**src/rtl/core/ucko_pkg.sv**
```systemverilog
`default_nettype none

package ucko_pkg;

   // Fixed widths of the pixel, index, register and counter fields, and the side limit.
   localparam int unsigned PIXEL_W      = 16;
   localparam int unsigned INDEX_W      = 12;
   localparam int unsigned SIDE_REG_W   = 9;
   localparam int unsigned DUP_REG_W    = 7;
   localparam int unsigned OVER_CNT_W   = 8;
   localparam int unsigned SIZE_PROD_W  = 2 * SIDE_REG_W;
   localparam int unsigned ADDR_CALC_W  = OVER_CNT_W + SIDE_REG_W + 1;
   localparam int unsigned MAX_SIDE     = 256;

   // Configuration port geometry.
   localparam int unsigned CSR_INDEX_W  = 3;
   localparam int unsigned CSR_DATA_W   = 16;

   // Stream payload geometry.
   localparam int unsigned REQ_TDATA_W  = 48;
   localparam int unsigned REQ_TUSER_W  = 2;
   localparam int unsigned RSP_TDATA_W  = 16;
   localparam int unsigned RSP_TUSER_W  = 2;

   // Configuration register indexes.
   typedef enum logic [CSR_INDEX_W-1:0] {
      CSR_OVERLAY_WIDTH   = 3'd0,
      CSR_OVERLAY_HEIGHT  = 3'd1,
      CSR_DUP_X           = 3'd2,
      CSR_DUP_Y           = 3'd3,
      CSR_CHECKER_MODE    = 3'd4,
      CSR_TRANSPARENT_KEY = 3'd5,
      CSR_PROTECTED_VALUE = 3'd6
   } csr_index_type;

   // Request kinds carried in tuser bit 0.
   localparam logic ACTION_LOAD  = 1'b0;
   localparam logic ACTION_PIXEL = 1'b1;

   // Effective configuration as seen by the datapath.
   typedef struct packed {
      logic [SIDE_REG_W-1:0] overlay_width;
      logic [SIDE_REG_W-1:0] overlay_height;
      logic [DUP_REG_W-1:0]  dup_x;
      logic [DUP_REG_W-1:0]  dup_y;
      logic                  checker_mode;
      logic [PIXEL_W-1:0]    transparent_key;
      logic [PIXEL_W-1:0]    protected_value;
      logic                  size_bad;
   } cfg_type;

   // Per-pixel facts from the raster position.
   typedef struct packed {
      logic in_range;
      logic pos_ok;
      logic last;
   } raster_info_type;

endpackage

`default_nettype wire

```
**src/rtl/core/ucko_cfg.sv**
```systemverilog
`default_nettype none

module ucko_cfg #(
   parameter int unsigned OVERLAY_CAPACITY = 4096,
   parameter int unsigned MAX_DUP          = 64
) (
   input  wire logic                                clock,
   input  wire logic                                reset,
   input  wire logic                                csr_we,
   input  wire logic [ucko_pkg::CSR_INDEX_W-1:0]    csr_index,
   input  wire logic [ucko_pkg::CSR_DATA_W-1:0]     csr_wdata,
   output ucko_pkg::cfg_type                        cfg
);

   localparam int unsigned CMP_W = ucko_pkg::DUP_REG_W + 2;

   logic [ucko_pkg::SIDE_REG_W-1:0]  width_ff;
   logic [ucko_pkg::SIDE_REG_W-1:0]  height_ff;
   logic [ucko_pkg::DUP_REG_W-1:0]   dup_x_ff;
   logic [ucko_pkg::DUP_REG_W-1:0]   dup_y_ff;
   logic                             checker_ff;
   logic [ucko_pkg::PIXEL_W-1:0]     key_ff;
   logic [ucko_pkg::PIXEL_W-1:0]     protect_ff;
   logic [ucko_pkg::SIZE_PROD_W-1:0] area;

   // Register file; writes to unused indexes are dropped.
   always_ff @(posedge clock) begin
      if (reset) begin
         width_ff   <= '0;
         height_ff  <= '0;
         dup_x_ff   <= ucko_pkg::DUP_REG_W'(1);
         dup_y_ff   <= ucko_pkg::DUP_REG_W'(1);
         checker_ff <= 1'b0;
         key_ff     <= '0;
         protect_ff <= '0;
      end else if (csr_we) begin
         unique case (ucko_pkg::csr_index_type'(csr_index))
            ucko_pkg::CSR_OVERLAY_WIDTH: begin
               width_ff <= csr_wdata[ucko_pkg::SIDE_REG_W-1:0];
            end
            ucko_pkg::CSR_OVERLAY_HEIGHT: begin
               height_ff <= csr_wdata[ucko_pkg::SIDE_REG_W-1:0];
            end
            ucko_pkg::CSR_DUP_X: begin
               dup_x_ff <= csr_wdata[ucko_pkg::DUP_REG_W-1:0];
            end
            ucko_pkg::CSR_DUP_Y: begin
               dup_y_ff <= csr_wdata[ucko_pkg::DUP_REG_W-1:0];
            end
            ucko_pkg::CSR_CHECKER_MODE: begin
               checker_ff <= csr_wdata[0];
            end
            ucko_pkg::CSR_TRANSPARENT_KEY: begin
               key_ff <= csr_wdata;
            end
            ucko_pkg::CSR_PROTECTED_VALUE: begin
               protect_ff <= csr_wdata;
            end
            default: begin
            end
         endcase
      end
   end

   // A duplication factor of zero acts as one; large ones saturate at the maximum.
   function automatic logic [ucko_pkg::DUP_REG_W-1:0] clamp_dup(
      input logic [ucko_pkg::DUP_REG_W-1:0] d
   );
      logic [ucko_pkg::DUP_REG_W-1:0] r;
      r = d;
      if (d == '0) begin
         r = ucko_pkg::DUP_REG_W'(1);
      end else if (CMP_W'(d) > CMP_W'(MAX_DUP)) begin
         r = ucko_pkg::DUP_REG_W'(MAX_DUP);
      end
      return r;
   endfunction

   // Overlay size check against zero sides, the side limit and the store capacity.
   assign area = ucko_pkg::SIZE_PROD_W'(width_ff) * ucko_pkg::SIZE_PROD_W'(height_ff);

   always_comb begin
      cfg.overlay_width   = width_ff;
      cfg.overlay_height  = height_ff;
      cfg.dup_x           = clamp_dup(dup_x_ff);
      cfg.dup_y           = clamp_dup(dup_y_ff);
      cfg.checker_mode    = checker_ff;
      cfg.transparent_key = key_ff;
      cfg.protected_value = protect_ff;
      cfg.size_bad        = (width_ff == '0) || (height_ff == '0)
                         || (width_ff > ucko_pkg::SIDE_REG_W'(ucko_pkg::MAX_SIDE))
                         || (height_ff > ucko_pkg::SIDE_REG_W'(ucko_pkg::MAX_SIDE))
                         || (area > ucko_pkg::SIZE_PROD_W'(OVERLAY_CAPACITY));
   end

endmodule

`default_nettype wire

```
**config.mk**
```make
export PLATFORM = sky130hd
export DESIGN_NAME = ucko_cfg
export DESIGN_NICKNAME = d
export VERILOG_FILES = /design/src/rtl/core/ucko_pkg.sv /design/src/rtl/core/ucko_cfg.sv
export SDC_FILE = /design/constraint.sdc
export NUM_CORES = 1
export LEC_CHECK = 0
export BUFFER_PORTS_ARGS = -buffer_cell sky130_fd_sc_hd__buf_4
export CAP_MARGIN = 20
export CORE_ASPECT_RATIO = 0.8
export CORE_MARGIN = 2
export CORE_UTILIZATION = 40
export CTS_BUF_LIST = sky130_fd_sc_hd__clkbuf_4
export DETAILED_ROUTE_END_ITERATION = 6
export GPL_TIMING_DRIVEN = 0
export MAX_ROUTING_LAYER = met4
export SYNTH_ARGS = -nofsm -noshare
export SYNTH_HDL_FRONTEND = slang
export SYNTH_SLANG_ARGS = --single-unit
export TNS_END_PERCENT = 50
```
**constraint.sdc**
```tcl
create_clock -name clock -period 7.75 [get_ports clock]
set_clock_uncertainty 0.1 [all_clocks]
set_input_delay 0.775 -clock clock [delete_from_list [all_inputs] [get_ports clock]]
set_output_delay 0.775 -clock clock [all_outputs]
set_load 0.005 [all_outputs]
```
==> summary.md <==
| Metric | Value |
|---|---|
| Chip Width | `131 µm` |
| Clock Sinks | `65` |
| Post-synth EDFFs | `0` |
| #FFs+latches synth | `65` |
| Vias in the first global route | `4703` |
| Post-CTS sizing | `0` |
| Syn_nets | `about 770` |
| Primary FF master, synth | `dfxtp_1` |
| Largest net degree at the start of global routing | `11` |
| Worst Path Max Fanout | `10` |
| Final Setup Violations | `0` |
| Post-CTS Hold Fix Bufs | `0` |
| Lkg Pwr | `0.00294 µW` |
| Gpl congestion | `0.839` |
| Top cell type's share of synthesized area | `around a quarter` |
| FF/Latch Area | `between 1000 and 1500 µm²` |
| Design area | `6180 µm²` |
| Worst setup EP type | `primary output` |
| DR WL/cell | `between 10 and 15 µm` |
| Num CTS Buffers | `9` |
| First-pass GRT wire length | `~23000 µm` |
| Worst Tran Pin Value | `approximately 1 ns` |
| Multi-input logic area | `~3500 µm²` |
| Worst slew margin | `about a third` |
| Max cap viols | `0` |
| Filler cells | `between 1000 and 1500` |
| Most frequent cells in the layout | `nand2_1, buf_4, inv_1` |
| Status | `complete, no violations` |
| Setup TNS | `0 ns` |
| GRT overflow | `0` |
| Tmin final | `between 6 and 7 ns` |
| Detailed Route WL | `13400 µm` |
| Remaining antenna violation count after routing | `0` |
| Sequential area share after synthesis | `approximately 25%` |
| Post-DP HPWL | `10800 µm` |
| Minimum hold slack | `0.362 ns` |
| Initial Util | `about two fifths` |
| CTS Root Cell | `clkbuf_4` |
| Yosys warning total | `0` |
| Pwr Density | `104 nW/µm²` |
| Area contributors post-synth | `dfxtp_1, fa_1, nand2_1` |
| CTS H-Tree Depth | `3` |
| Req. time, crit path | `between 6 and 7 ns` |
| Synth Area per Inst | `7.86 µm²` |
| Total GRT Usage | `a little over a fifth` |
| Crit path DAT | `6.10 ns` |
| RSZ-0062 raised after global routing | `false` |
| # rows | `37` |
| Die footprint | `13900 µm²` |
| Setup crit start kind | `register` |
| Vias per cell | `roughly 4.9` |
| Commonest non-fill, non-tap cell in the layout | `nand2_1` |
| Share of layout cells above drive strength 1 | `between 10 and 15%` |
| FFs w/ async S/R, synth | `0%` |
| CORE AREA | `around 13000 µm²` |
| Post-synthesis cell type count | `45` |
| PortBufs | `84` |
| Area post-placement | `just over 6000 µm²` |
| CTS tree | `done` |
| Final hold viol count | `0` |
| FMAX | `roughly 140 MHz` |
| Clock Latency Late Sink | `0.41 ns` |
| Initial antenna violation count | `0` |
| DRC viols | `0` |
| Diodes inserted | `0` |
| Power, Total | `approximately 640 µW` |
| Clk slew on worst S/H paths | `around 0.11 ns` |
| Synth-to-layout area growth | `18.9%` |
| Cells after synthesis | `661` |
| Drt first pass iters | `5` |
| Peak VDD IR | `110 µV` |
| Routed vias | `4619` |
| 1st-iter DRT viols | `between 200 and 250` |
| Period utilization | `90.0%` |
| Clk buf depth | `2` |
| Yosys top cell by area | `dfxtp_1` |
| Top Ports | `~90` |
| Mapped Area | `5190 µm²` |
| Hold Crit Class | `register to register` |
| Critical path class | `register to primary output` |
| Layout net count | `slightly below 900` |
| Die H | `around 110 µm` |
| Postcts setup bufs | `0` |
| Slew Viols, Final | `0` |
-- critical path, stage by stage, from the launching register on --
cell and delay [ns]:
dfxtp_1 0.46, clkbuf_1 0.39, nand2_1 0.15, fa_1 0.51
fa_1 0.50, inv_1 0.06, fa_1 0.52, inv_1 0.05
fa_1 0.52, inv_1 0.04, ha_1 0.38, a2111oi_4 0.41
o31a_1 0.28, nor3_1 0.08, nor4b_2 0.21, o211ai_1 0.17
a211o_1 0.32, or4_1 0.47, buf_4 0.15
-- cells by family (layout without fill, tap and decap cells) --
logic type | count (synthesis) | in the layout | share of synthesized area [%]
AO/OA/AOI/OAI | 96 | 96 | 10.8
XOR/XNOR | 10 | 10 | 1.69
adder cells (fa/ha/maj) | 88 | 88 | 28.4
buffers and inverters | 116 | 216 | 8.45
flip-flops | 65 | 65 | 25.0
multiplexers | 1 | 1 | 0.193
AND/OR/NAND/NOR | 285 | 285 | 25.4
-- cell usage after synthesis (2+ instances only) --
library cell	count
o31ai_1	2
o21bai_1	3
nand3b_1	2
nand2b_1	4
inv_1	79
dfxtp_1	65
nor4_1	5
nor3_1	9
fa_1	50
nor2_1	14
xnor2_1	8
a211oi_1	4
nand3_1	6
and2_1	46
nand2_1	173
xor2_1	2
ha_1	38
a21oi_1	71
clkbuf_1	36
nor2b_1	14
o21ai_0	4
or3_1	2
or4_1	2
-- power by group --
| part | switching, µW | internal [µW] |
|---|---|---|
| logic | 42.5 | 28.3 |
| registers | 5.11 | 341 |
| clock network | 118 | 107 |
-- registers in the layout (all words and copies together) (netlist names) --
| register | cells |
|---|---|
| dup_y_ff | 7 |
| dup_x_ff | 7 |
| height_ff | 9 |
| checker_ff | 1 |
| key_ff | 16 |
| width_ff | 9 |
| protect_ff | 16 |
-- stage by stage --
| stage | setup WS (ns) | std cells | util [%] |
|---|---|---|---|
| finish | 0.773 | 936 | 48.4 |
| global route | 0.374 | 936 | 48.4 |
| CTS | 0.765 | 936 | 48.4 |
| detailed placement | 1.26 | 920 | 47.3 |
| global placement | 1.30 | 920 | 47.3 |
| floorplan | 1.91 | 661 | - |
-- path summary, 6_finish.rpt --
path / start / endpoint / slack (ns) / cells past startpoint
setup reg to reg: width_ff[8] / width_ff[8] / 6.43 / 3
hold / removal: protect_ff[15] / protect_ff[15] / 0.36 / 2
setup / recovery: height_ff[4] / cfg[0] / 0.77 / 18
hold reg to reg: protect_ff[15] / protect_ff[15] / 0.36 / 2
-- per-layer routing --
layer  part of all wire (%)  global-route usage, %  wire length (µm)  up-vias
li1                       -                      -                 -     2265
met1                     49                   29.0              6520     2213
met2                     45                   33.6              6100      128
met3                    5.2                   3.39               701       13
met4                   0.81                   4.81               109        0
met5                      0                      -                 0        -
-- final cells by class --
cell class / instances / area share, %
well taps: 175 / 3.54
flip-flops and latches: 65 / 21.1
clock buffers: 12 / 1.46
multi-input cells: 480 / 55.9
repair buffers: 84 / 10.2
inverters: 79 / 4.80
plain buffers: 37 / 2.31
clock inverters: 4 / 0.709
(Power assumes the default switching activity.)
