### src/rtl/core/ucko_pkg.sv
`default_nettype none

package ucko_pkg;

   // Fixed widths of the pixel, index, register and counter fields, and the side limit.
   localparam int unsigned PIXEL_W      = 16;
   localparam int unsigned INDEX_W      = 12;
   localparam int unsigned SIDE_REG_W   = 9;
   localparam int unsigned DUP_REG_W    = 7;
   localparam int unsigned OVER_CNT_W   = 8;
   localparam int unsigned SIZE_PROD_W  = 2 * SIDE_REG_W;
   localparam int unsigned ADDR_CALC_W  = OVER_CNT_W + SIDE_REG_W + 1;
   localparam int unsigned MAX_SIDE     = 256;

   // Configuration port geometry.
   localparam int unsigned CSR_INDEX_W  = 3;
   localparam int unsigned CSR_DATA_W   = 16;

   // Stream payload geometry.
   localparam int unsigned REQ_TDATA_W  = 48;
   localparam int unsigned REQ_TUSER_W  = 2;
   localparam int unsigned RSP_TDATA_W  = 16;
   localparam int unsigned RSP_TUSER_W  = 2;

   // Configuration register indexes.
   typedef enum logic [CSR_INDEX_W-1:0] {
      CSR_OVERLAY_WIDTH   = 3'd0,
      CSR_OVERLAY_HEIGHT  = 3'd1,
      CSR_DUP_X           = 3'd2,
      CSR_DUP_Y           = 3'd3,
      CSR_CHECKER_MODE    = 3'd4,
      CSR_TRANSPARENT_KEY = 3'd5,
      CSR_PROTECTED_VALUE = 3'd6
   } csr_index_type;

   // Request kinds carried in tuser bit 0.
   localparam logic ACTION_LOAD  = 1'b0;
   localparam logic ACTION_PIXEL = 1'b1;

   // Effective configuration as seen by the datapath.
   typedef struct packed {
      logic [SIDE_REG_W-1:0] overlay_width;
      logic [SIDE_REG_W-1:0] overlay_height;
      logic [DUP_REG_W-1:0]  dup_x;
      logic [DUP_REG_W-1:0]  dup_y;
      logic                  checker_mode;
      logic [PIXEL_W-1:0]    transparent_key;
      logic [PIXEL_W-1:0]    protected_value;
      logic                  size_bad;
   } cfg_type;

   // Per-pixel facts from the raster position.
   typedef struct packed {
      logic in_range;
      logic pos_ok;
      logic last;
   } raster_info_type;

endpackage

`default_nettype wire

### src/rtl/core/ucko_raster.sv
`default_nettype none

module ucko_raster #(
   parameter int unsigned OVERLAY_CAPACITY = 4096,
   parameter int unsigned MAX_DUP          = 64
) (
   input  wire logic                                  clock,
   input  wire logic                                  reset,
   input  wire ucko_pkg::cfg_type                     cfg,
   input  wire logic                                  advance,
   input  wire logic                                  frame_start,
   output logic [$clog2(OVERLAY_CAPACITY)-1:0]        rd_addr,
   output ucko_pkg::raster_info_type                  info
);

   localparam int unsigned SUB_W  = $clog2(MAX_DUP);
   localparam int unsigned CMP_W  = (SUB_W + 1 > ucko_pkg::DUP_REG_W) ?
                                    SUB_W + 1 : ucko_pkg::DUP_REG_W;
   localparam int unsigned OVC_W  = ucko_pkg::OVER_CNT_W;
   localparam int unsigned SIDE_W = ucko_pkg::SIDE_REG_W;
   localparam int unsigned AW     = $clog2(OVERLAY_CAPACITY);

   logic [SUB_W-1:0] sub_col_ff, sub_col_in, sub_row_ff, sub_row_in;
   logic [OVC_W-1:0] over_col_ff, over_col_in, over_row_ff, over_row_in;
   logic [SUB_W-1:0] base_sc, base_sr;
   logic [OVC_W-1:0] base_oc, base_or;
   logic [CMP_W-1:0] sc1, sr1, dx, dy;
   logic [SIDE_W-1:0] oc1, or1;
   logic [ucko_pkg::ADDR_CALC_W-1:0] addr_full;

   // Frame start clears the position before this pixel is looked at.
   always_comb begin
      base_sc = frame_start ? '0 : sub_col_ff;
      base_sr = frame_start ? '0 : sub_row_ff;
      base_oc = frame_start ? '0 : over_col_ff;
      base_or = frame_start ? '0 : over_row_ff;
   end

   // Incremented positions and bounds in comparison widths.
   always_comb begin
      sc1 = CMP_W'(base_sc) + CMP_W'(1);
      sr1 = CMP_W'(base_sr) + CMP_W'(1);
      oc1 = SIDE_W'(base_oc) + SIDE_W'(1);
      or1 = SIDE_W'(base_or) + SIDE_W'(1);
      dx  = CMP_W'(cfg.dup_x);
      dy  = CMP_W'(cfg.dup_y);
   end

   // Store address of the overlay entry under the current pixel.
   assign addr_full = ucko_pkg::ADDR_CALC_W'(base_or) * ucko_pkg::ADDR_CALC_W'(cfg.overlay_width)
                    + ucko_pkg::ADDR_CALC_W'(base_oc);
   assign rd_addr   = addr_full[AW-1:0];

   // Per-pixel flags from the position.
   always_comb begin
      info.in_range = (SIDE_W'(base_oc) < cfg.overlay_width)
                   && (SIDE_W'(base_or) < cfg.overlay_height);
      info.pos_ok   = !cfg.checker_mode || !(base_sc[0] ^ base_sr[0]);
      info.last     = (oc1 == cfg.overlay_width) && (sc1 == dx)
                   && (or1 == cfg.overlay_height) && (sr1 == dy);
   end

   // Nested raster counters: sub column, overlay column, sub row, overlay row.
   always_comb begin
      sub_col_in  = base_sc;
      sub_row_in  = base_sr;
      over_col_in = base_oc;
      over_row_in = base_or;
      if (!cfg.size_bad) begin
         if (sc1 >= dx) begin
            sub_col_in = '0;
            if (oc1 >= cfg.overlay_width) begin
               over_col_in = '0;
               if (sr1 >= dy) begin
                  sub_row_in = '0;
                  if (or1 >= cfg.overlay_height) begin
                     over_row_in = '0;
                  end else begin
                     over_row_in = or1[OVC_W-1:0];
                  end
               end else begin
                  sub_row_in = sr1[SUB_W-1:0];
               end
            end else begin
               over_col_in = oc1[OVC_W-1:0];
            end
         end else begin
            sub_col_in = sc1[SUB_W-1:0];
         end
      end
   end

   always_ff @(posedge clock) begin
      if (reset) begin
         sub_col_ff  <= '0;
         sub_row_ff  <= '0;
         over_col_ff <= '0;
         over_row_ff <= '0;
      end else if (advance) begin
         sub_col_ff  <= sub_col_in;
         sub_row_ff  <= sub_row_in;
         over_col_ff <= over_col_in;
         over_row_ff <= over_row_in;
      end
   end

endmodule

`default_nettype wire

### config.mk
export PLATFORM = sky130hd
export DESIGN_NAME = ucko_raster
export DESIGN_NICKNAME = d
export VERILOG_FILES = /design/src/rtl/core/ucko_pkg.sv /design/src/rtl/core/ucko_raster.sv
export SDC_FILE = /design/constraint.sdc
export NUM_CORES = 1
export LEC_CHECK = 0
export ABC_AREA = 1
export BUFFER_PORTS_ARGS = -buffer_cell sky130_fd_sc_hd__buf_2
export CELL_PAD_IN_SITES_DETAIL_PLACEMENT = 1
export CELL_PAD_IN_SITES_GLOBAL_PLACEMENT = 2
export CORE_MARGIN = 5
export CORE_UTILIZATION = 32
export CTS_CLUSTER_SIZE = 12
export DETAILED_ROUTE_END_ITERATION = 16
export PLACE_DENSITY = 0.87
export SETUP_SLACK_MARGIN = 0.05
export SLEW_MARGIN = 20
export SYNTH_ARGS = -nofsm -noshare
export SYNTH_HDL_FRONTEND = slang
export SYNTH_SLANG_ARGS = --single-unit
export TNS_END_PERCENT = 10
### constraint.sdc
create_clock -name clock -period 5.3 [get_ports clock]
set_input_delay 0.53 -clock clock [delete_from_list [all_inputs] [get_ports clock]]
set_output_delay 0.53 -clock clock [all_outputs]
set_load 0.005 [all_outputs]
==> results of run 1 <==
[power breakdown]
part / leakage, nW / switching, W / total (W) / internal [W]
Combinational: 3.22 / 0.000176 / 0.000282 / 0.000105
Sequential: 0.230 / 0.00000721 / 0.000228 / 0.000221
Clock: 0.0370 / 0.0000745 / 0.000175 / 0.000100
Total: 3.49 / 0.000258 / 0.000685 / 0.000427
[critical path, cell delays in order]
cell and delay, ps:
clkbuf_4 160, buf_4 190, buf_4 180, nor2_2 130
inv_1 100, fa_1 500, inv_1 60, fa_1 490
fa_1 500, inv_1 50, fa_1 530, inv_1 40
ha_1 230, nand2_1 70, nand2_1 50, a221oi_1 230
and2_1 190, inv_1 50, nand2_1 60, nand2_1 40
buf_2 120
[routing by layer]
metal	global-route usage	share of wire	up-vias
li1	-	-	2626
met1	0.216	0.48	2420
met2	0.288	0.49	53
met3	0.0123	0.020	6
met4	0.0127	0.0039	0
met5	0	0	-
[cell type report]
class / instances / area, µm²
Tap cell: 220 / 275
Inverter: 187 / 716
Sequential cell: 28 / 561
Clock buffer: 3 / 75.1
Multi-Input combinational cell: 569 / 4110
Timing Repair Buffer: 82 / 488
Fill cell: 2171 / 10300
[timing repair]
item / 4_1_cts / 5_1_grt
resized for setup: 0 / 17
buffers inserted: 0 / 11
endpoints found under the setup margin: 0 / 3
[Yosys cell counts]
| master | n |
|---|---|
| clkbuf_1 | 7 |
| nand3_1 | 30 |
| o21ai_0 | 25 |
| nand3b_1 | 4 |
| a31oi_1 | 1 |
| nor2_1 | 77 |
| nand4_2 | 1 |
| nor4_1 | 5 |
| a221oi_1 | 1 |
| nor3_4 | 1 |
| or2_2 | 2 |
| xnor2_1 | 5 |
| inv_2 | 9 |
| and3_1 | 1 |
| and2_1 | 1 |
| nor2_4 | 3 |
| nand4_1 | 12 |
| o211ai_1 | 3 |
| nor2_2 | 3 |
| or2_1 | 1 |
| a21oi_1 | 59 |
| o21ai_1 | 10 |
| nand2_4 | 3 |
| nand2_1 | 159 |
| nor3_2 | 3 |
| nor4_2 | 1 |
| o21ai_2 | 1 |
| nor2_8 | 3 |
| nand2_2 | 3 |
| buf_1 | 1 |
| buf_6 | 2 |
| dfxtp_1 | 28 |
| a21o_1 | 3 |
| nand3_2 | 1 |
| buf_2 | 2 |
| xor2_1 | 19 |
| a21oi_2 | 1 |
| inv_1 | 177 |
| ha_1 | 74 |
| nand3_4 | 2 |
| nor3_1 | 9 |
| fa_1 | 42 |
| inv_4 | 1 |
[how the worst min path moves through the flow]
stage / from / endpoint / slack, ps
global placement: sub_row_ff[0] / sub_row_ff[0] / 450
detailed placement: sub_row_ff[0] / sub_row_ff[0] / 460
floorplan: over_col_ff[0] / over_col_ff[0] / 450
finish: sub_row_ff[0] / sub_row_ff[0] / 460
global route: sub_row_ff[0] / sub_row_ff[0] / 480
CTS: sub_row_ff[0] / sub_row_ff[0] / 470
[kinds of logic after synthesis]
family	after synthesis
xor+xnor	24
simple gates	325
fa+ha+maj	116
buf+inv	199
flops	28
compound gates	104
[sequential cells by signal (all words and copies together) (netlist names)]
register,cells
over_col_ff,8
sub_col_ff,6
sub_row_ff,6
over_row_ff,8
[placed cells by master, fill, tap and decap left out, drive strengths merged]
cell type,Yosys,routed
a21o,3,3
xor2,19,19
a21oi,60,60
nor4,6,6
nand3b,4,4
o211ai,3,3
a221oi,1,1
nand3,33,33
buf,5,81
fa,42,42
dfxtp,28,28
a31oi,1,1
nand2,165,165
xnor2,5,5
clkinvlp,0,1
nand4,13,13
o21ai,36,36
inv,187,186
nor3,13,13
nor2,86,86
clkbuf,7,4
or2,3,3
and2,1,1
and3,1,1
ha,74,74
[stage by stage]
| stage | total power [W] | utilization | hold slack (ps) |
|---|---|---|---|
| CTS | 0.000689 | 0.368 | 467 |
| detailed placement | 0.000509 | 0.363 | 456 |
| global placement | 0.000502 | 0.363 | 452 |
| finish | 0.000685 | 0.377 | 465 |
| floorplan | 0.000416 | - | 445 |
| global route | 0.000747 | 0.377 | 479 |
==> impl.org, run 1 <==
** Run status
- The flow ran to the end, and the final reports show no timing, DRC or antenna violations.

** Yosys
- The number of different library cells used by synthesis comes to 43.
- By area, the combinational part of the netlist is dominated by adder cells.
- Mean post-synth cell area :: 6.76 µm²
- Share of Yosys cell area claimed by the top area cell type :: 0.172
- Mapped Area :: 5380 µm²
- The biggest area contributor in the post-synthesis netlist is ha_1.
- Of the total synthesized cell area, the portion taken by XOR and XNOR cells is 0.0391.
- Basic-gate share of the synthesized area counting and, or, nand and nor cells :: 0.284
- Sequential share of the synthesized area :: 0.104
- The compound-cell area share of the yosys netlist came to 0.102.
- Gate count of the mapped netlist :: 796
- The portion of synthesized area spent on multiplexers is 0.
- When the netlist entered floorplanning its net count stood at 982.
- Ranked by total cell area, the synthesized netlist is headed by ha_1 (17%), fa_1 (16%), inv_1 (12%), nand2_1 (11%), dfxtp_1 (10%).
- Of the total synthesized cell area, the portion taken by full adders, half adders and majority gates is 0.328.
- The synthesized design contains 28 register bits.
- Number of warnings issued by yosys :: 0

** Global routing
- Number of antenna violations at the first check in global routing :: 0
- The first global-routing pass estimated 25,900 µm of wire.
- Combined global-route utilization of all metal layers :: 0.159
- Global route overflow :: 0
- Pin count of the biggest net entering global routing :: 30
- The number of global-route vias before repair is 5,243.

** Routing
- For this block, the initial DRC count from the detailed router was 190.
- Using the TritonRoute via totals, the vias-per-cell ratio works out to 4.69.
- Vias :: 5,105
- Summed over all layers, the routed wires come to 15,700 µm.
- In the routed design, unresolved DRC markers number 0.
- Per-cell routed wire length :: 14.4 µm
- Antenna Nets Post-Route :: 0
- 1st-pass router iterations :: 4

** Clock network
- At the later pin of the worst-skew pair, clock insertion delay measures 260 ps.
- After clock tree synthesis, the flow added hold-fix buffers numbering 0.
- Worst-case clock buffer depth :: 2
- CTS placed an instance of clkbuf_16 at the clock tree root.
- CTS tree :: built
- CTS built an H-tree with a depth of 1.
- Sinks on Clock Net :: 28
- After clock tree synthesis, the clock-pin slew on the worst setup and hold paths is 70 ps.
- TritonCTS buffer count :: 3

** Timing
- Maximum operating frequency :: 0.198 GHz
- Once routing completed, OpenROAD measured the worst setup slack at 256 ps.
- The routed design could run at a clock period as short as 5040 ps.
- At the pin with the least slew margin, the transition time is 680 ps.
- The worst pin sits at a relative slew slack of 0.543.
- Final period util :: 0.952
- Setup violations remaining at the end of the flow were counted as 0.
- Slew Limit Fails :: 0
- Count of final hold-check violations :: 0
- Total negative slack :: 0 ps
- Unrepaired setup endpoints after global routing :: true
- Clock skew after layout :: 5.89 ps

** Critical path
- Critical path data arrival time :: 4510 ps
- Following the worst setup path forward leads to its endpoint at rd_addr[11].
- The number of cells on the worst reg-to-reg path is 15.
- Endpoint class of the critical path :: output port
- STA classifies the critical path startpoint as an input port.
- The setup path with the least slack is of type input port to output port.
- The most critical setup path has its startpoint at frame_start.
- Setup slack on the worst reg-to-reg path comes out at 2040 ps.
- Along the worst path, the maximum fanout reaches 9.
- Required time at the endpoint of the critical path :: 4770 ps
- The worst register-to-register path ends at over_col_ff[0].
- Origin of the critical flop-to-flop path :: over_col_ff[0]

** Power and ir drop
- For this design the static power due to leakage is 3.49 nW.
- The worst-case IR drop observed on VDD is 0.000116 V.
- Power per Cell Area :: 110 nW/µm²

** Floorplanning
- Die height :: 140 µm
- For this design the top-level I/O count stands at 85.
- The initial utilization of the core area, before any placement, comes to 0.326.
- The floorplan has 47 rows.
- The region available for standard cell placement spans 16,500 µm².
- The die is 140 µm wide.
- Total Die Area :: 19,500 µm²

** Final layout
- Layout Area Growth over Synthesis :: 15.6%
- Number of non-filler instances in the completed layout :: 1,089
- Of the cells placed in the final design, the portion with a size suffix greater than 1 is 0.154.
- Net count reported at finish :: 1,057
- # diodes :: 0
- Final Instance Area :: 6220 µm²

** Place
- In this run the cell area measured after placement is 6000 µm².
- Quantity of I/O buffers inserted on ports :: 52
- Detailed placement finished with a half-perimeter wire length of 13,100 µm.
- At the placement stage, the worst setup path has a slack of 134 ps.
- At the end of routability-driven placement, the weighted congestion stood at 0.862.
- The number of placed instances, taps included, is 1,075.

** Min path
- Hold Crit Depth :: 2
- In this run the worst hold path is classified as flip-flop to flip-flop.

** Job
- Max-cap violations in this run came to 0.
No activity file was read; power rests on OpenSTA's default activity.
==> run 2, diff against run 1 <==
BUFFER_PORTS_ARGS = not set   (was -buffer_cell sky130_fd_sc_hd__buf_2)
CORE_UTILIZATION = 36   (was 32)
DONT_BUFFER_PORTS = 1   (was not set)
PLACE_DENSITY = not set   (was 0.87)
PLACE_DENSITY_LB_ADDON = 0.12   (was not set)
==> impl.org, run 2 (synthesized netlist as in run 1, its figures left out) <==
** Place
- Counting tap cells, the placed design contains a total of 978 instances.
- Summed over all nets, the half-perimeter wirelength after detailed placement is 13,800 µm.
- At the end of routability-driven placement, the weighted congestion stood at 0.875.
- The count of buffers added on input and output ports is 0.

** Routing
- Detailed routing inserted a total of 4,982 vias.
- Using the TritonRoute via totals, the vias-per-cell ratio works out to 5.07.
- For this run, the detailed router's first-pass iteration total came to 4.
- Detailed-route DRC error count :: 0
- Total routed wirelength :: 16,200 µm
- In the final routed layout, each cell accounts on average for 16.5 µm.
- The detail route stage leaves a number of antenna-violating nets equal to 0.
- Detailed router's first-iteration violation count :: 155

** Critical path
- In this run the critical register-to-register path is launched from over_col_ff[0].
- Largest driver fanout on the critical path :: 7
- Among cell families on the critical path, the largest total delay comes from adder cells.
- Cells traversed along the worst timing path :: inv_1 > nor2_8 > inv_2 > nor2_1 > fa_1 > fa_1 > fa_1 > inv_1 > fa_1 > inv_1 > ha_1 > nand2_1 > nand2_1 > a221oi_1 > and2_1 > nand3_1 > nand2_1
- STA classifies the critical path startpoint as a flip-flop.
- Library cell contributing the largest single delay on the critical path :: fa_1
- Data on the critical path arrives at its endpoint at 4390 ps.
- At the worst endpoint, the required time is 4770 ps.
- Slowest stage delay, CP :: 540 ps
- Class of the most critical setup path :: flip-flop to output port
- Counting stages on the worst path, the most repeated cell is fa_1.
- The endpoint identified for the worst register-to-register timing path is over_col_ff[0].
- The worst setup path is captured at an output port.
- Worst reg2reg setup slack :: 1950 ps
- The worst register-to-register path has a depth of 15.
- Counting both buffers and inverters, the worst setup path holds a total of 4.

** Global routing
- The first global-routing pass estimated 26,600 µm of wire.
- For this run, global-route usage on met3 was measured as 0.0210.
- Layer with the highest usage after global routing :: met2
- Combined global-route utilization of all metal layers :: 0.184
- Met1 layer usage reported by global route :: 0.220
- For met2 alone, demand over resource in global routing was 0.349.
- The total overflow left after global routing is 0.
- The number of global-route vias before repair was 5,324.
- Pin count of the biggest net entering global routing :: 30
- Number of antenna violations at the first check in global routing :: 0

** Final layout
- Layout Area Growth over Synthesis :: 6.16%
- The number of antenna diodes in the final layout is 0.
- The top cell types in the final layout, fill and taps aside, are inv_1 (176), nand2_1 (159), nor2_1 (77), ha_1 (74), a21oi_1 (59).
- Final Util :: 0.392
- Leaving out fill and tap cells, the most frequent cell in the layout is inv_1.
- Of the cells placed in the final design, the portion with a size suffix greater than 1 is 0.0664.
- FILL cells :: 1,905
- Registers with the highest flip-flop counts :: over_col_ff x8, over_row_ff x8
- The finished layout holds 982 standard cells, fillers aside.
- Net count reported at finish :: 985

** Clock network
- After clock tree synthesis, the clock-pin slew on the worst setup and hold paths is 80 ps.
- Worst-Skew Late Latency :: 270 ps
- Sinks on Clock Net :: 28
- CTS tree :: built
- Counting along the longest clock path gives a buffer depth of 2.
- Root buffer selected by CTS :: clkbuf_16
- TritonCTS buffer count :: 3
- Hold repair after CTS inserted 0 buffers.
- H-tree lvl count :: 1

** Floorplanning
- Core region area :: 14,600 µm²
- The floorplan has 44 rows.
- For this configuration, the core starts out at a cell density of 0.369.
- Count of boundary I/O pins :: 85
- Total Die Area :: 17,500 µm²
- The die is 132 µm tall.
- Horizontal die dimension :: 132 µm

** Min path
- Class of the tightest hold or removal check :: input port to flip-flop
- Counting instances, the worst hold path has a depth of 1.
- In this run the most critical hold path is launched from reset.
- The path with the worst hold slack has its endpoint at sub_row_ff[0].

** Timing
- Between clock sinks in the finished design, the worst skew comes to 9.57 ps.
- Minimum period implied by the final worst setup slack :: 4920 ps
- The worst pin sits at a relative slew slack of 0.568.
- At the pin with the least slew margin, the transition time is 642 ps.
- Based on the critical path, the design can be clocked at up to 0.203 GHz.
- Count of final hold-check violations :: 0
- Unrepaired setup endpoints after global routing :: false
- After routing, the total negative slack on setup checks comes to 0 ps.
- Setup violations remaining at the end of the flow were counted as 0.
- The final number of max-transition violations came to 0.
- In the finished design, the share of the clock period the worst path needs comes to 0.928.

** Power and ir drop
- Switching portion of total power :: 0.363
- In this run the static leakage power is 3.19 nW.
- The share of total power dissipated in the clock network is 0.300.
- Of the total power, combinational logic draws 0.352.
- The internal portion of the total power is 0.000417 W.
- Switching Power :: 0.000238 W
- Share of total power in sequential cells :: 0.348
- VDD sags by at most 0.000110 V.
- In this run the power density over the cells is 115 nW/µm².

** Run status
- The run finished with clean final reports.

** Job
- Max-cap violations in this run came to 0.
-- run 2: changes by cell type in the layout (fill, tap and decap cells not counted), moves of 3 or more --
| cell | delta |
|---|---|
| buf_4 | -20 |
| nor2_2 | -4 |
| inv_2 | +3 |
| buf_2 | -51 |
| inv_4 | -3 |
| nor2_1 | +5 |
-- run 2: worst reg2reg max path, cell delays in order, from the launching register on --
cell and delay [ps]:
dfxtp_1 330, inv_1 60, nor2_1 470, ha_1 300, nand3_1 120, nor2_1 170
nand3_1 110, nor2_1 110, ha_1 270, nand2_1 130, inv_1 50, a21oi_1 230
nand4_2 350, nor2_4 310, o211ai_1 120, a21oi_1 150
-- run 2: worst max-delay path by stage --
stage	to	slack (ps)	startpoint	depth (start not counted)
after floorplan	rd_addr[9]	420	frame_start	17
final	rd_addr[11]	380	over_row_ff[3]	17
after global routing	rd_addr[11]	80	over_row_ff[7]	18
after global placement	rd_addr[11]	520	frame_start	18
after CTS	rd_addr[11]	320	over_row_ff[5]	17
after detailed placement	rd_addr[11]	450	frame_start	18
-- run 2: final cells by class --
class | instances | area, µm² | share of cell area
Multi-Input combinational cell | 569 | 4060 | 0.710
Inverter | 187 | 704 | 0.123
Sequential cell | 28 | 561 | 0.0981
Tap cell | 184 | 230 | 0.0403
Clock buffer | 4 | 88.8 | 0.0155
Timing Repair Buffer | 10 | 75.1 | 0.0131
-- run 2: timing repair --
| action | CTS | global route |
|---|---|---|
| setup endpoints to repair | 0 | 1 |
| buffers inserted | 0 | 0 |
| gates resized for setup | 0 | 1 |
-- run 2: metrics by stage --
step | instance area [µm²] | hold WS, ps | total power [W] | setup WS (ps)
floorplan | 5380 | 445 | 0.000416 | 420
global placement | 5630 | 446 | 0.000457 | 515
detailed placement | 5630 | 451 | 0.000468 | 446
CTS | 5710 | 311 | 0.000667 | 317
global route | 5710 | 307 | 0.000709 | 80.9
finish | 5710 | 312 | 0.000655 | 380
-- run 2: per-layer routing --
metal  part of all wire  vias up
li1                   -     2484
met1               0.43     2396
met2               0.52       77
met3              0.030       25
met4              0.022        0
met5                  0        -
-- run 2: power by group through the flow --
stage | combinational [W] | clock, W | sequential [W]
after CTS | 0.000237 | 0.000202 | 0.000228
after detailed placement | 0.000235 | 0 | 0.000233
after floorplan | 0.000185 | 0 | 0.000231
after global placement | 0.000224 | 0 | 0.000232
final | 0.000231 | 0.000197 | 0.000228
after global routing | 0.000269 | 0.000210 | 0.000229
==> run 3, diff against run 2 <==
MAX_ROUTING_LAYER = met4   (was not set)
==> impl.org, run 3 (synthesized netlist as in run 1, its figures left out) <==
** Floorplanning
- The die is 132 µm tall.
- After floorplanning, the core was divided into 44 placement rows.
- For this configuration, the core starts out at a cell density of 0.369.
- Horizontal die dimension :: 132 µm
- In this run the count of I/O pins placed on the die edge is 85.
- Total Die Area :: 17,500 µm²
- Core region area :: 14,600 µm²

** Global routing
- Global route overflow :: 0
- Pin count of the biggest net entering global routing :: 30
- The number of antenna violations at the first check in global routing was 0.
- Vias in the first global route :: 5,322
- Wire length of the first global-routing pass :: 26,600 µm
- Combined global-route utilization of all metal layers :: 0.190

** Timing
- Maximum operating frequency :: 0.203 GHz
- Setup violations remaining at the end of the flow were counted as 0.
- Clock skew after layout :: 7.50 ps
- At the pin with the least slew margin, the transition time is 699 ps.
- Minimum period implied by the final worst setup slack :: 4930 ps
- The final number of max-transition violations is 0.
- Least setup slack across all paths after layout :: 374 ps
- In this run the tightest slew margin relative to its limit is 0.530.
- Final period util :: 0.929
- Setup repair after global routing left no endpoint under its margin.
- Setup total negative slack on the finished layout was measured at 0 ps.
- The final hold violation count is 0.

** Final layout
- The number of antenna diodes in the final layout is 0.
- Registers with the highest flip-flop counts :: over_col_ff x8, over_row_ff x8
- At the end of the flow, the number of nets in the layout was 985.
- The multi-input combinational cells in the finished layout cover a total of 4060 µm².
- Number of non-filler instances in the completed layout :: 982
- Final Instance Area :: 5710 µm²
- In the layout the commonest cells are inv_1 (176), nand2_1 (159), nor2_1 (77), ha_1 (74), a21oi_1 (59).
- Leaving out fill and tap cells, the most frequent cell in the layout is inv_1.
- From synthesis to final layout, the design area changed by 6.16%.
- Fraction of layout instances using a drive strength above 1 :: 0.0664
- In the final layout, flip-flops and latches occupy 561 µm².
- FILL cells :: 1,905

** Clock network
- Once the clock tree was built, the setup fixing pass inserted 0 buffers.
- The clock passes through at most 2 buffers.
- The cell sitting at the root of the clock tree is a clkbuf_16.
- In this run, CTS created clock tree buffers numbering 3.
- CTS tree :: built
- CTS saw 28 sinks.
- Post-CTS repair changed the size of 0 cells.
- For the worst-skew pair, the clock arrives at the later sink with an insertion delay of 270 ps.
- Clock-pin slew on the worst setup and hold paths :: 70 ps
- CTS Hold Buffers Added :: 0
- H-tree lvl count :: 1

** Critical path
- Cells traversed along the worst timing path :: inv_1 > nor2_8 > inv_2 > nor2_1 > fa_1 > fa_1 > fa_1 > inv_1 > fa_1 > inv_1 > ha_1 > nand2_1 > nand2_1 > a221oi_1 > and2_1 > nand3_1 > nand2_1
- The critical path starts at over_row_ff[3].
- The worst setup path is launched from a flip-flop.
- Of all nets on the critical path, the largest fanout is 7.
- Class of the most critical setup path :: flip-flop to output port
- Data arrives at the worst endpoint at 4400 ps.
- Counting stages on the worst path, the most repeated cell is fa_1.
- The slowest stage of the critical path is the fa_1 cell.
- At the worst endpoint, the required time is 4770 ps.
- Origin of the critical flop-to-flop path :: over_col_ff[0]
- The endpoint identified for the worst register-to-register timing path is over_col_ff[0].
- Slowest stage delay, CP :: 540 ps
- Endpoint class of the critical path :: output port
- Worst reg2reg setup slack :: 1930 ps
- The worst register-to-register path has a depth of 15.
- In this run the worst setup path terminates at rd_addr[11].

** Power and ir drop
- For this design the ratio of total power to cell area is 114 nW/µm².
- Summed over all cells, the static leakage comes to 3.19 nW.
- Worst vdd ir :: 0.000108 V

** Routing
- The count of nets left with antenna violations once routing finished came out at 0.
- After detailed routing, the number of vias per cell comes to 5.04.
- The routed layout has 4,953 vias.
- Per-cell routed wire length :: 16.4 µm
- The pre-antenna-repair detailed-routing pass consisted of 4 iterations.
- Detailed router's first-iteration violation count :: 158
- In the routed design, unresolved DRC markers number 0.
- For this block, the routed nets add up to 16,200 µm of wire.

** Min path
- Class of the tightest hold or removal check :: input port to flip-flop

** Place
- In this run the tool buffered the top-level ports with 0 buffer cells.
- Summed over all nets, the half-perimeter wirelength after detailed placement is 13,800 µm.
- Final weighted congestion of routability-driven global placement :: 0.889
- Total placed cells including tap cells :: 978
- Before CTS, the worst setup slack after placement is 446 ps.
- Post-place instance area :: 5630 µm²

** Job
- Max-cap violations in this run came to 0.

** Run status
- Outcome :: completed
## run 3: final cells by class
class / instances / area share
clock buffers: 4 / 0.0155
repair buffers: 10 / 0.0131
multi-input cells: 569 / 0.710
well taps: 184 / 0.0403
inverters: 187 / 0.123
flip-flops and latches: 28 / 0.0981
## run 3: metal layers
metal,wire (µm),vias up,GRT usage
met3,548,23,0.0206
met1,6810,2384,0.220
li1,-,2485,-
met4,349,0,0.0464
met5,0,-,-
met2,8440,61,0.350
## run 3: worst min path at each step
stage / startpoint / end / slack, ps / cells after the start
5_1_grt: reset / sub_row_ff[0] / 310 / 1
3_5_place_dp: sub_row_ff[0] / sub_row_ff[0] / 450 / 2
2_1_floorplan: over_col_ff[0] / over_col_ff[0] / 450 / 2
4_1_cts: reset / sub_row_ff[0] / 310 / 1
3_3_place_gp: sub_row_ff[0] / sub_row_ff[0] / 450 / 2
6_report: reset / sub_row_ff[0] / 310 / 1
## run 3: where the power goes
part           switching [W]  internal, W
Sequential        0.00000710     0.000221
Clock              0.0000790     0.000116
Combinational       0.000150    0.0000801
Total               0.000237     0.000417
## run 3: through the flow
stage	utilization	total power [W]	hold WS, ps
floorplan	-	0.000416	445
global placement	0.386	0.000457	446
detailed placement	0.386	0.000468	451
CTS	0.392	0.000667	311
global route	0.392	0.000709	307
finish	0.392	0.000654	314
## run 3: critical path, delay by kind of cell (launching register included)
kind,cells,cell delay [ps]
compound gates,1,220
fa+ha+maj,5,2320
simple gates,7,830
flops,1,390
buf+inv,4,350
